<file path="config.mk">
export PLATFORM = sky130hd
export DESIGN_NAME = band_level_smoother_top
export DESIGN_NICKNAME = d
export VERILOG_FILES = /design/src/design/bls_pkg.sv /design/src/design/bls_divider.sv /design/src/design/bls_level_file.sv /design/src/design/band_level_smoother_top.sv
export SDC_FILE = /design/constraint.sdc
export NUM_CORES = 2
export LEC_CHECK = 0
export BUFFER_PORTS_ARGS = -buffer_cell sky130_fd_sc_hd__buf_2
export CORE_MARGIN = 5
export CORE_UTILIZATION = 45
export CTS_BUF_LIST = sky130_fd_sc_hd__clkbuf_4
export DETAILED_ROUTE_END_ITERATION = 10
export GPL_ROUTABILITY_DRIVEN = 0
export PLACE_DENSITY_LB_ADDON = 0.05
export RECOVER_POWER = 50
export SLEW_MARGIN = 15
export SYNTH_ARGS = -nofsm -noshare
export SYNTH_HDL_FRONTEND = slang
export SYNTH_SLANG_ARGS = --single-unit
export TNS_END_PERCENT = 10
</file>
<file path="constraint.sdc">
create_clock -name aclk -period 15.5 [get_ports aclk]
set_clock_uncertainty 0.15 [all_clocks]
set_input_delay 2.325 -clock aclk [delete_from_list [all_inputs] [get_ports aclk]]
set_output_delay 2.325 -clock aclk [all_outputs]
set_load 0.05 [all_outputs]
</file>
<file path="src/design/bls_pkg.sv">
`timescale 1ns / 1ps
// ----------------------------------------------------------------------------
// bls_pkg: shared types and constants of the band level smoother
// Field widths, register codes and the control bundle of the level store.
// ----------------------------------------------------------------------------
package bls_pkg;

    localparam int BAND_W      = 3;
    localparam int SAMPLE_IN_W = 10;
    localparam int LEVEL_W     = 24;
    localparam int AMP_W       = 16;
    localparam int FACTOR_W    = 9;
    localparam int TABLE_W     = 63;
    localparam int CFG_ADDR_W  = 3;
    localparam int CFG_DATA_W  = 63;
    localparam int DVD_W       = 32;
    localparam int QUO_W       = 16;
    localparam int MUL_A_W     = 26;
    localparam int MUL_B_W     = 18;
    localparam int PROD_W      = MUL_A_W + MUL_B_W;

    localparam logic [LEVEL_W-1:0] LEVEL_MAX   = 24'd16776960;
    localparam logic [AMP_W-1:0]   AMP_RESET   = 16'd255;
    localparam logic [TABLE_W-1:0] TABLE_RESET = 63'd4620710844295151872;

    typedef enum logic [CFG_ADDR_W-1:0] {
        REG_WINDOW_LOW  = 3'd0,
        REG_WINDOW_HIGH = 3'd1,
        REG_AMP_MAX     = 3'd2,
        REG_SMOOTHING   = 3'd3,
        REG_STEREO_MODE = 3'd4,
        REG_BASS_SUM    = 3'd5
    } cfg_reg_t;

    typedef struct packed {
        logic wr_en;
        logic chan;
        logic bass;
    } lvl_ctrl_t;

endpackage

</file>
<file path="src/design/bls_divider.sv">
`timescale 1ns / 1ps
// ----------------------------------------------------------------------------
// bls_divider: iterative restoring divider
// Divides a 32-bit dividend by a 16-bit divisor, one quotient bit a cycle.
// The quotient must fit in 16 bits, so the upper dividend half seeds the
// partial remainder.
// ----------------------------------------------------------------------------
module bls_divider
    import bls_pkg::*;
(
    input  logic             aclk,
    input  logic             aresetn,
    input  logic             start,
    input  logic [DVD_W-1:0] dividend,
    input  logic [QUO_W-1:0] divisor,
    output logic             done,
    output logic [QUO_W-1:0] quotient
);

    localparam int CNT_W = $clog2(QUO_W);

    logic             busy_reg;
    logic             done_reg;
    logic [CNT_W-1:0] cnt_reg;
    logic [QUO_W-1:0] rem_reg;
    logic [QUO_W-1:0] quo_reg;
    logic [QUO_W-1:0] dsr_reg;
    logic [QUO_W:0]   trial;
    logic             fits;

    assign trial = {rem_reg, quo_reg[QUO_W-1]};
    assign fits  = trial >= {1'b0, dsr_reg};

    always_ff @(posedge aclk) begin
        if (!aresetn) begin
            busy_reg <= 1'b0;
            done_reg <= 1'b0;
            cnt_reg  <= '0;
        end else begin
            done_reg <= 1'b0;
            if (start) begin
                busy_reg <= 1'b1;
                cnt_reg  <= '0;
                rem_reg  <= dividend[DVD_W-1:QUO_W];
                quo_reg  <= dividend[QUO_W-1:0];
                dsr_reg  <= divisor;
            end else if (busy_reg) begin
                rem_reg <= fits ? QUO_W'(trial - {1'b0, dsr_reg}) : trial[QUO_W-1:0];
                quo_reg <= {quo_reg[QUO_W-2:0], fits};
                cnt_reg <= cnt_reg + 1'b1;
                if (cnt_reg == CNT_W'(QUO_W - 1)) begin
                    busy_reg <= 1'b0;
                    done_reg <= 1'b1;
                end
            end
        end
    end

    assign done     = done_reg;
    assign quotient = quo_reg;

endmodule

</file>
<file path="src/design/bls_level_file.sv">
`timescale 1ns / 1ps
// ----------------------------------------------------------------------------
// bls_level_file: per-band left and right level store
// Holds the smoothed levels, writes one channel per update and performs
// the band zero averaging of both channels.
// ----------------------------------------------------------------------------
module bls_level_file
    import bls_pkg::*;
#(
    parameter int BAND_COUNT = 7,
    parameter int IDX_W      = 3
) (
    input  logic               aclk,
    input  logic               aresetn,
    input  lvl_ctrl_t          ctrl,
    input  logic [IDX_W-1:0]   idx,
    input  logic [LEVEL_W-1:0] wr_data,
    output logic [LEVEL_W-1:0] rd_left,
    output logic [LEVEL_W-1:0] rd_right
);

    logic [LEVEL_W-1:0] left_reg  [BAND_COUNT];
    logic [LEVEL_W-1:0] right_reg [BAND_COUNT];
    logic [LEVEL_W:0]   pair_sum;

    assign pair_sum = {1'b0, left_reg[0]} + {1'b0, right_reg[0]};

    always_ff @(posedge aclk) begin
        if (!aresetn) begin
            for (int i = 0; i < BAND_COUNT; i++) begin
                left_reg[i]  <= '0;
                right_reg[i] <= '0;
            end
        end else if (ctrl.bass) begin
            left_reg[0]  <= pair_sum[LEVEL_W:1];
            right_reg[0] <= pair_sum[LEVEL_W:1];
        end else if (ctrl.wr_en) begin
            if (ctrl.chan) begin
                right_reg[idx] <= wr_data;
            end else begin
                left_reg[idx] <= wr_data;
            end
        end
    end

    assign rd_left  = left_reg[idx];
    assign rd_right = right_reg[idx];

endmodule

</file>
<file path="src/design/band_level_smoother_top.sv">
`timescale 1ns / 1ps
// ----------------------------------------------------------------------------
// band_level_smoother_top: per-band exponential moving average of two channels
// Scales each sample into the amplitude range and smooths it into the level
// of its band, using one shared multiplier and one iterative divider.
//
//  Channel   Direction  Payload
//  s_axis    in         tdata: band, left_sample, right_sample
//  m_axis    out        tdata: band_out, left_level, right_level
//  cfg       in         cfg_wen, cfg_addr, cfg_wdata (write only)
//
//  Each item runs through to its result before the next one is accepted; most
//  of the work is the 16 quotient steps of the divider per channel, and an
//  empty window skips them. An out-of-range band goes straight to the output
//  step.
//  A new item is taken while the previous result still waits on m_axis, and
//  a stalled result holds the block in its output step until it is taken.
//  Reset is synchronous, active low, and clears all levels at once.
// ----------------------------------------------------------------------------
module band_level_smoother_top
    import bls_pkg::*;
#(
    parameter int BAND_COUNT  = 7,
    parameter int SAMPLE_BITS = 10
) (
    input  logic                  aclk,
    input  logic                  aresetn,
    input  logic                  s_tvalid,
    output logic                  s_tready,
    input  logic [23:0]           s_tdata,   // band, left_sample, right_sample
    output logic                  m_tvalid,
    input  logic                  m_tready,
    output logic [55:0]           m_tdata,   // band_out, left_level, right_level
    input  logic                  cfg_wen,
    input  logic [CFG_ADDR_W-1:0] cfg_addr,
    input  logic [CFG_DATA_W-1:0] cfg_wdata
);

    localparam int IDX_W = (BAND_COUNT > 1) ? $clog2(BAND_COUNT) : 1;
    localparam int IN_W  = (SAMPLE_BITS < SAMPLE_IN_W) ? SAMPLE_BITS : SAMPLE_IN_W;
    localparam logic [SAMPLE_BITS-1:0] WIN_HIGH_RESET = SAMPLE_BITS'(1023);

    typedef enum logic [2:0] {
        ST_IDLE,
        ST_SCALE,
        ST_DSTART,
        ST_DIV,
        ST_MULE,
        ST_UPD,
        ST_BASS,
        ST_OUT
    } state_t;

    state_t                   state_reg;
    logic                     chan_reg;
    logic                     oor_reg;
    logic [BAND_W-1:0]        band_reg;
    logic [SAMPLE_IN_W-1:0]   ls_reg;
    logic [SAMPLE_IN_W-1:0]   rs_reg;
    logic [SAMPLE_BITS-1:0]   d_reg;
    logic [AMP_W-1:0]         scaled_reg;
    logic signed [PROD_W-1:0] prod_reg;
    logic                     m_tvalid_reg;
    logic [BAND_W-1:0]        band_out_reg;
    logic [LEVEL_W-1:0]       left_out_reg;
    logic [LEVEL_W-1:0]       right_out_reg;

    logic [SAMPLE_BITS-1:0]   win_low_reg;
    logic [SAMPLE_BITS-1:0]   win_high_reg;
    logic [AMP_W-1:0]         amp_max_reg;
    logic [TABLE_W-1:0]       table_reg;
    logic                     stereo_reg;
    logic                     bass_reg;

    logic [SAMPLE_BITS-1:0]   sample;
    logic [SAMPLE_BITS-1:0]   clamped;
    logic                     win_empty;
    logic [FACTOR_W-1:0]      factor;
    logic [IDX_W-1:0]         band_idx;
    logic [LEVEL_W-1:0]       rd_left;
    logic [LEVEL_W-1:0]       rd_right;
    logic [LEVEL_W-1:0]       level_cur;
    logic signed [MUL_A_W-1:0] mul_a;
    logic signed [MUL_B_W-1:0] mul_b;
    logic signed [PROD_W-1:0] product;
    logic signed [28:0]       new_sum;
    logic [LEVEL_W-1:0]       new_level;
    logic                     div_start;
    logic                     div_done;
    logic [QUO_W-1:0]         div_quo;
    logic                     out_load;
    lvl_ctrl_t                lvl_ctrl;

    always_ff @(posedge aclk) begin
        if (!aresetn) begin
            win_low_reg  <= '0;
            win_high_reg <= WIN_HIGH_RESET;
            amp_max_reg  <= AMP_RESET;
            table_reg    <= TABLE_RESET;
            stereo_reg   <= 1'b1;
            bass_reg     <= 1'b0;
        end else if (cfg_wen) begin
            unique case (cfg_addr)
                REG_WINDOW_LOW:  win_low_reg  <= cfg_wdata[SAMPLE_BITS-1:0];
                REG_WINDOW_HIGH: win_high_reg <= cfg_wdata[SAMPLE_BITS-1:0];
                REG_AMP_MAX:     amp_max_reg  <= cfg_wdata[AMP_W-1:0];
                REG_SMOOTHING:   table_reg    <= cfg_wdata[TABLE_W-1:0];
                REG_STEREO_MODE: stereo_reg   <= cfg_wdata[0];
                REG_BASS_SUM:    bass_reg     <= cfg_wdata[0];
                default: ;
            endcase
        end
    end

    assign band_idx  = band_reg[IDX_W-1:0];
    assign factor    = FACTOR_W'(table_reg >> (FACTOR_W * band_reg));
    assign sample    = chan_reg ? SAMPLE_BITS'(rs_reg[IN_W-1:0])
                                : SAMPLE_BITS'(ls_reg[IN_W-1:0]);
    assign win_empty = win_high_reg <= win_low_reg;
    assign clamped   = (sample < win_low_reg)  ? win_low_reg  :
                       (sample > win_high_reg) ? win_high_reg : sample;
    assign level_cur = chan_reg ? rd_right : rd_left;

    always_comb begin
        if (state_reg == ST_SCALE) begin
            mul_a = MUL_A_W'(clamped - win_low_reg);
            mul_b = MUL_B_W'(amp_max_reg);
        end else begin
            mul_a = $signed({2'b00, scaled_reg, 8'h00}) - $signed({2'b00, level_cur});
            mul_b = $signed({9'b0, factor});
        end
    end

    assign product = mul_a * mul_b;

    // The arithmetic shift by eight floors the product toward minus infinity.
    assign new_sum   = $signed({5'b0, level_cur}) + prod_reg[36:8];
    assign new_level = new_sum[28] ? '0 :
                       (new_sum > $signed({5'b0, LEVEL_MAX})) ? LEVEL_MAX :
                       new_sum[LEVEL_W-1:0];

    assign lvl_ctrl.wr_en = state_reg == ST_UPD;
    assign lvl_ctrl.chan  = chan_reg;
    assign lvl_ctrl.bass  = state_reg == ST_BASS;

    assign div_start = state_reg == ST_DSTART;
    assign out_load  = (state_reg == ST_OUT) && (!m_tvalid_reg || m_tready);

    bls_level_file #(
        .BAND_COUNT(BAND_COUNT),
        .IDX_W     (IDX_W)
    ) u_levels (
        .aclk    (aclk),
        .aresetn (aresetn),
        .ctrl    (lvl_ctrl),
        .idx     (band_idx),
        .wr_data (new_level),
        .rd_left (rd_left),
        .rd_right(rd_right)
    );

    bls_divider u_div (
        .aclk    (aclk),
        .aresetn (aresetn),
        .start   (div_start),
        .dividend(prod_reg[DVD_W-1:0]),
        .divisor (QUO_W'(d_reg)),
        .done    (div_done),
        .quotient(div_quo)
    );

    always_ff @(posedge aclk) begin
        if (!aresetn) begin
            state_reg    <= ST_IDLE;
            chan_reg     <= 1'b0;
            m_tvalid_reg <= 1'b0;
        end else begin
            if (m_tready && !out_load) begin
                m_tvalid_reg <= 1'b0;
            end
            unique case (state_reg)
                ST_IDLE: begin
                    if (s_tvalid) begin
                        band_reg  <= s_tdata[2:0];
                        ls_reg    <= s_tdata[12:3];
                        rs_reg    <= s_tdata[22:13];
                        oor_reg   <= 32'(s_tdata[2:0]) >= BAND_COUNT;
                        chan_reg  <= 1'b0;
                        state_reg <= (32'(s_tdata[2:0]) >= BAND_COUNT) ? ST_OUT : ST_SCALE;
                    end
                end
                ST_SCALE: begin
                    if (win_empty) begin
                        scaled_reg <= '0;
                        state_reg  <= ST_MULE;
                    end else begin
                        prod_reg  <= product;
                        d_reg     <= win_high_reg - win_low_reg;
                        state_reg <= ST_DSTART;
                    end
                end
                ST_DSTART: begin
                    state_reg <= ST_DIV;
                end
                ST_DIV: begin
                    if (div_done) begin
                        scaled_reg <= div_quo;
                        state_reg  <= ST_MULE;
                    end
                end
                ST_MULE: begin
                    prod_reg  <= product;
                    state_reg <= ST_UPD;
                end
                ST_UPD: begin
                    if (!chan_reg && stereo_reg) begin
                        chan_reg  <= 1'b1;
                        state_reg <= ST_SCALE;
                    end else if (stereo_reg && bass_reg && band_reg == '0) begin
                        state_reg <= ST_BASS;
                    end else begin
                        state_reg <= ST_OUT;
                    end
                end
                ST_BASS: begin
                    state_reg <= ST_OUT;
                end
                ST_OUT: begin
                    if (out_load) begin
                        m_tvalid_reg  <= 1'b1;
                        band_out_reg  <= band_reg;
                        left_out_reg  <= oor_reg ? '0 : rd_left;
                        right_out_reg <= oor_reg ? '0 : rd_right;
                        state_reg     <= ST_IDLE;
                    end
                end
                default: state_reg <= ST_IDLE;
            endcase
        end
    end

    assign s_tready = state_reg == ST_IDLE;
    assign m_tvalid = m_tvalid_reg;
    assign m_tdata  = {5'b0, right_out_reg, left_out_reg, band_out_reg};

    a_div_done_in_div: assert property (@(posedge aclk) disable iff (!aresetn)
        div_done |-> state_reg == ST_DIV)
        else $error("divider finished outside the divide state");

    a_oor_zero: assert property (@(posedge aclk) disable iff (!aresetn)
        m_tvalid_reg && 32'(band_out_reg) >= BAND_COUNT
        |-> left_out_reg == '0 && right_out_reg == '0)
        else $error("out-of-range band item carries nonzero levels");

    a_level_bound: assert property (@(posedge aclk) disable iff (!aresetn)
        lvl_ctrl.wr_en |-> new_level <= LEVEL_MAX)
        else $error("level written above the 16.8 maximum");

    a_mono_left_only: assert property (@(posedge aclk) disable iff (!aresetn)
        (state_reg == ST_UPD) && chan_reg |-> stereo_reg)
        else $error("right level updated in mono mode");

    a_out_after_load: assert property (@(posedge aclk) disable iff (!aresetn)
        out_load |=> m_tvalid_reg && state_reg == ST_IDLE)
        else $error("result item not presented after load");

endmodule

</file>
Word level (Yosys, flattened, before mapping)

Memory sizes are Yosys's and may differ from the RTL's. A register that Yosys moved wholly into a read port is not among the register bits.
Cells that the tools add are included.

$add $sub $neg: 7
$mul: 2
Div/mod/pow operators: 0
$lt $le $gt $ge: 6
Equality and inequality tests: 19
Shift-type cells: 1
Muxes and demuxes: 60
Bitwise logic cells: 5
Reduce and logical (&&, ||, !) cells: 35

Operators with widths:

| cell                                                             | number |
|---|---|
| two-way mux 24 bit                                               | 7 |
| two-way mux 16 bit                                               | 8 |
| case mux 37 bit (2 select lines)                                 | 1 |
| >> shifter 63 x 7 -> 9 bit                                       | 1 |
| OR reduction 24 bit                                              | 2 |
| multiplier 26 x 17 -> 37 bit                                     | 1 |
| two-way mux 37 bit                                               | 1 |
| case mux 16 bit (2 select lines)                                 | 1 |
| two-way mux 10 bit                                               | 3 |
| two-way mux 3 bit                                                | 10 |
| adder 24 x 29 -> 29 bit                                          | 1 |
| greater-than comparator 29 x 25 -> 1 bit (second input constant) | 1 |
| two-way mux 1 bit                                                | 26 |
| two-way mux 26 bit                                               | 1 |
| adder 24 x 24 -> 25 bit                                          | 1 |
| subtractor 24 x 24 -> 25 bit                                     | 1 |
| case mux 3 bit (8 select lines)                                  | 1 |
| == test 3 bit (second input constant)                            | 6 |
| AND reduction 3 bit                                              | 6 |
| greater-or-equal comparator 17 x 10 -> 1 bit                     | 1 |
| AND reduction 2 bit                                              | 8 |
| subtractor 16 x 10 -> 16 bit                                     | 1 |
| == test 3 x 2 -> 1 bit (second input constant)                   | 4 |
| subtractor 10 x 10 -> 11 bit                                     | 1 |
| 22 further kinds                                                 | 41 |

Register bits: 292
Latch bits: 0
RAM bits: 336
Memory bits (read-only): 0
Output and inout bits: 58
Word-level logic and storage cells: 162
Memories: 2

Memory list:

| memory             | words | width | rd ports | clocked after Yosys merged registers in | write ports | RTL line             | text |
|---|---|---|---|---|---|---|---|
| u_levels.left_reg  | 7     | 24    | 2        | 1                                       | 7           | bls_level_file.sv:22 | `logic [LEVEL_W-1:0] left_reg [BAND_COUNT];` |
| u_levels.right_reg | 7     | 24    | 2        | 1                                       | 7           | bls_level_file.sv:23 | `logic [LEVEL_W-1:0] right_reg [BAND_COUNT];` |

Logic depth before layout (Yosys ltp)

Word-level depth: 9
Depth in mapped cells: 55
Mapped depth without buffers: 50

Modules after synthesis

From an unflattened synthesis, not the netlist that was laid out.

Cells, all modules: 4607
Area total of the unflattened synthesis: 47737.0 um2

By module, submodules not included:

| module                  | times used | cells each | area each (um2) | sequential area each (um2) |
|---|---|---|---|---|
| band_level_smoother_top | 1          | 2981       | 26766.9         | 6266.0 |
| bls_level_file          | 1          | 1362       | 17912.2         | 11050.6 |
| bls_divider             | 1          | 264        | 3057.9          | 1561.5 |

Least setup slack after synthesis

Ideal clock, no wire load.

Path kind: reg2reg
Start point: register chan_reg
End point: register prod_reg[36], data pin
Library setup time: 0.259 ns
Data arrival time: 11.178 ns
Data required time: 15.091 ns
Setup slack: 3.913 ns
Stages on the path, launching flop included: 50
Buffers on the path: 5
Path through: dfxtp_1 clkbuf_1 clkbuf_1 buf_1 mux2_2 ha_1 a21boi_0 o21a_1 o21ai_0 nand2b_1 a21oi_1 nor2b_1 o21ai_0 a21oi_1 a31oi_1 buf_1 mux2i_1 ha_1 (+14 left out) fa_1 fa_1 inv_1 fa_1 fa_1 fa_1 inv_1 fa_1 inv_1 ha_1 or4_1 o22a_1 o211ai_1 a31oi_1 a31oi_1 o21ai_0 a21oi_1 xnor2_1

Word-level cells in the longest chain between the ends: 9

Ends and longest elaborated chain:

| what                                 | RTL line                       | text |
|---|---|---|
| from (decl)                          | band_level_smoother_top.sv:55  | `logic chan_reg;` |
| from (signal assigned)               | band_level_smoother_top.sv:175 | `chan_reg <= 1'b0;` |
| from (signal assigned)               | band_level_smoother_top.sv:188 | `chan_reg <= 1'b0;` |
| from (signal assigned)               | band_level_smoother_top.sv:217 | `chan_reg <= 1'b1;` |
| two-way mux 10 bit                   | band_level_smoother_top.sv:117 | `assign sample = chan_reg ? SAMPLE_BITS'(rs_reg[IN_W-1:0])` |
| greater-than comparator 10 bit       | band_level_smoother_top.sv:121 | `(sample > win_high_reg) ? win_high_reg : sample;` |
| two-way mux 10 bit                   | band_level_smoother_top.sv:121 |  |
| two-way mux 10 bit                   | band_level_smoother_top.sv:120 | `assign clamped = (sample < win_low_reg) ? win_low_reg :` |
| subtractor 10 x 10 -> 11 bit         | band_level_smoother_top.sv:126 | `mul_a = MUL_A_W'(clamped - win_low_reg);` |
| two-way mux 26 bit (*)               | band_level_smoother_top.sv:125 | `if (state_reg == ST_SCALE) begin` |
| multiplier 26 x 17 -> 37 bit (*)     | band_level_smoother_top.sv:134 | `assign product = mul_a * mul_b;` |
| net product[36]                      | band_level_smoother_top.sv:85  | `logic signed [PROD_W-1:0] product;` |
| two-way mux 37 bit                   | band_level_smoother_top.sv:193 | `if (win_empty) begin` |
| case mux 37 bit (2 select lines) (*) | band_level_smoother_top.sv:181 | `unique case (state_reg)` |
| to (signal assigned)                 | band_level_smoother_top.sv:197 | `prod_reg <= product;` |
| to (signal assigned)                 | band_level_smoother_top.sv:212 | `prod_reg <= product;` |
| to (decl)                            | band_level_smoother_top.sv:62  | `logic signed [PROD_W-1:0] prod_reg;` |

Mark *: on every way through the listed nets, which the timed path passes. The rest lies on a longest branch. The select of a mux whose other input is x is not followed.
A chain may end at the register's enable or synchronous reset.

==> results.env <==
DIEHEIGHT_UM=334
POST-SYNTH-TOP-AREA-FRACTION_PCT=32.7
SETUP_REPAIR_AFTER_GLOBAL_ROUTING_MISSED_ITS_MARGIN='false'
REQUIRED_NS=16.14
FINISH.NET_COUNT=5444
CTS_TREE='yes'
DIE_X_UM=334
DETAILED_ROUTING_ITERATIONS_PASS_1=5
GRT_PASS1_WL_UM=225000
SYNTH_CELL_TYPE_COUNT=88
AVERAGE_SIZE_OF_A_MAPPED_CELL_UM2=10.3
FINALNONFILLERCELLS=6333
PRECTSSETUPSLACK_NS=2.75
MOST-COMMON-LAYOUT-CELLS='nand2_1 (627), inv_1 (559), edfxtp_1 (516)'
DESIGN.CORE.AREA_MM2=0.105
FINAL_HOLD_VIOL_COUNT=0
CRITPATHSLOWESTCELL='clkbuf_1'
NUMCLOCKSINKS=679
GRT_OVERFLOW=0
HTREE_NUM_LEVELS=4
NETLIST_TOP_CELLS_AREA='edfxtp_1 (33%), fa_1 (15%), dfxtp_1 (6.9%)'
YS.FLOP_TYPE='edfxtp_1'
SYNTHDOMINANTAREACELLTYPE='edfxtp_1'
DETAIL_ROUTE.WL_PER_CELL_UM=23.9
NUMBER_OF_ANTENNA_VIOLATIONS_AT_THE_FIRST_CHECK_IN_GLOBAL_ROUTING=13
IO_PINS=153
POSTCTSSETUPREPAIRBUFS=0
TIMING.FINAL.WS_SETUP_NS=2.50
MAX_CAPACITANCE_VIOLATION_TOTAL=20
WORSTSETUPENDPOINTTYPE='flop'
CTS-BUFFERS-INSERTED=181
FINAL-MAX-SLEW-VIOLATION-COUNT=698
CTS.HOLD.BUFFERS_ADDED=0
DRIVE_GT1_SHARE_PCT=13.1
FAILING_CHECKS='max-capacitance violations, max-slew violations'
GLOBAL_ROUTE_TOTAL_USAGE_ACROSS_EVERY_LAYER_PCT=26.9
CLOCK-ROOT-BUFFER='clkbuf_4'
CLOCKBUFFERDEPTH=3
STD_CELL_ROWS=119
SETUP_VIOL=0
MIN_PERIOD_OVER_PERIOD_PCT=83.9
TIMING_WORST_SETUP_PATH_TYPE='reg -> reg'
REG2REGPATHDEPTH=34
POST_ROUTE_ANTENNA_NET_VIOLATION_COUNT=0
CTS-RESIZED-GATES=0
DETAILEDROUTE.FIRSTITERATIONVIOLATIONS=3034
WORST_HOLD_PATH_TYPE='reg -> reg'
SEQUENTIAL_FRACTION_OF_THE_SYNTHESIS_AREA_PCT=39.6
VIAS=35000
STARTING_DENSITY_OF_THE_CORE_PCT=45.1
CRITICAL_PATH.MAX_STAGE_DELAY_NS=1.64
TIMING.MAX_SLEW.REL_SLACK_PCT=-192
SYNTHARSTFLOPSHARE_PCT=0
WIRELENGTH_UM=151000
DRC_ERRORS=0
STATUS='finished, violations left'
PATH_CLK_SLEW_NS=0.07
MAX_SLEW.WORST_PIN.SLEW_NS=4.39
VIA_COUNT_OF_THE_FIRST_GLOBAL_ROUTING_PASS=35100
WORSTPATHARRIVAL_NS=13.64
FINAL_COMMON_CELL='nand2_1'
FIN_TNS_SETUP_NS=0
SYNTH.FF_LATCH_COUNT=679
SYN_TO_FINAL_GROWTH_PCT=9.75
LAYOUT_MIN_CYCLE_TIME_NS=13.00
PLACE_HPWL_UM=112000
PLACEDCELLCOUNT=5993
SYN_INST=4606
PIN_COUNT_OF_THE_BIGGEST_NET_ENTERING_GLOBAL_ROUTING=85
YS.WARNINGS.COUNT=0
CPMOSTUSEDCELL='fa_1'
DIEAREA_MM2=0.112
CRIT_PATH_START_KIND='flop'
WORST_SKEW_PAIR.LATE_LATENCY_NS=1.10
CLOCK.FMAX_MHz=76.9
NUMBER_OF_SYNTHESIZED_FLOPS_WITH_AN_ENABLE_PIN=516
MIN_DELAY_PATH_DEPTH=2
MAX_FO_CRITICAL_PATH=37
VIA_PER_INST=5.53
PLACE.PORT_BUFFERS=146
MAPPEDNETLISTAREA_MM2=0.0474
==> cells in the mapped netlist, types with 38 or more instances <==
cell        n
and3_1     52
nand3_1    94
o21ai_0   153
nor2b_1    69
fa_1      358
nand2_1   638
nor2_1    435
a21boi_0  102
o21a_1     38
ha_1      206
a21o_1     55
edfxtp_1  516
mux2i_1    76
clkbuf_1  184
mux4_2    100
a21oi_1   186
xnor2_1    84
nor3_1     86
dfxtp_1   163
inv_1     559
==> layout make-up <==
class                      count  area, um2
fill                        9966      53000
multi-input combinational   3143      25700
sequential                   679      18800
clock buffer                 293       2200
inverter                     562       2110
tap                         1391       1740
timing repair buffer         218       1140
clock inverter                42        290
antenna                        5       12.5
==> metal layers <==
layer	wire length (um)	global-route usage, %	up-vias
li1	-	-	16100
met1	68700	38.9	17300
met2	65500	40.2	1390
met3	12300	6.27	231
met4	4760	8.82	4
met5	126	0.723	-
==> worst paths after layout <==
check | from | to | slack (ns)
max reg2reg | flop | prod_reg[35]$_DFFE_PP_ | 2.50
min | u_div.cnt_reg[3]$_SDFFE_PP0P_ | u_div.done$_SDFF_PP0_ | 0.30
max | flop | prod_reg[35]$_DFFE_PP_ | 2.50
min reg2reg | u_div.cnt_reg[3]$_SDFFE_PP0P_ | u_div.done$_SDFF_PP0_ | 0.30
==> stage by stage <==
| stage | hold WS [ns] | utilization [%] | cell area, um2 |
|---|---|---|---|
| 3_5_place_dp | 0.305 | 47.3 | 49600 |
| 4_1_cts | 0.296 | 49.7 | 52100 |
| 3_3_place_gp | 0.300 | 47.3 | 49600 |
| 5_1_grt | 0.318 | 49.5 | 52000 |
| 6_report | 0.301 | 49.5 | 52000 |
| 2_1_floorplan | 0.250 | - | 47400 |
==> cells by family after synthesis <==
kind of cell / synth area share, %
buffers and inverters: 6.39
other: 0.00792
XOR/XNOR: 2.07
multiplexers: 7.36
AND/OR/NAND/NOR: 14.8
adder cells (fa/ha/maj): 20.6
AO/OA/AOI/OAI: 9.23
flip-flops: 39.6
==> worst max-delay path, delay by kind of cell, from the launching register on <==
family                     cells  cell delay [ns]
muxes                          3             1.45
xor gates and xnor gates       2             0.43
and+or+nand+nor                7             1.44
adders and majority gates      8             3.77
buffers and inverters          5             1.88
AOI/OAI and AO/OA              9             2.16
DFF                            1             1.44
Power is not shown: default switching activity piles up to over one toggle a cycle in this logic, so the estimate is an artifact.
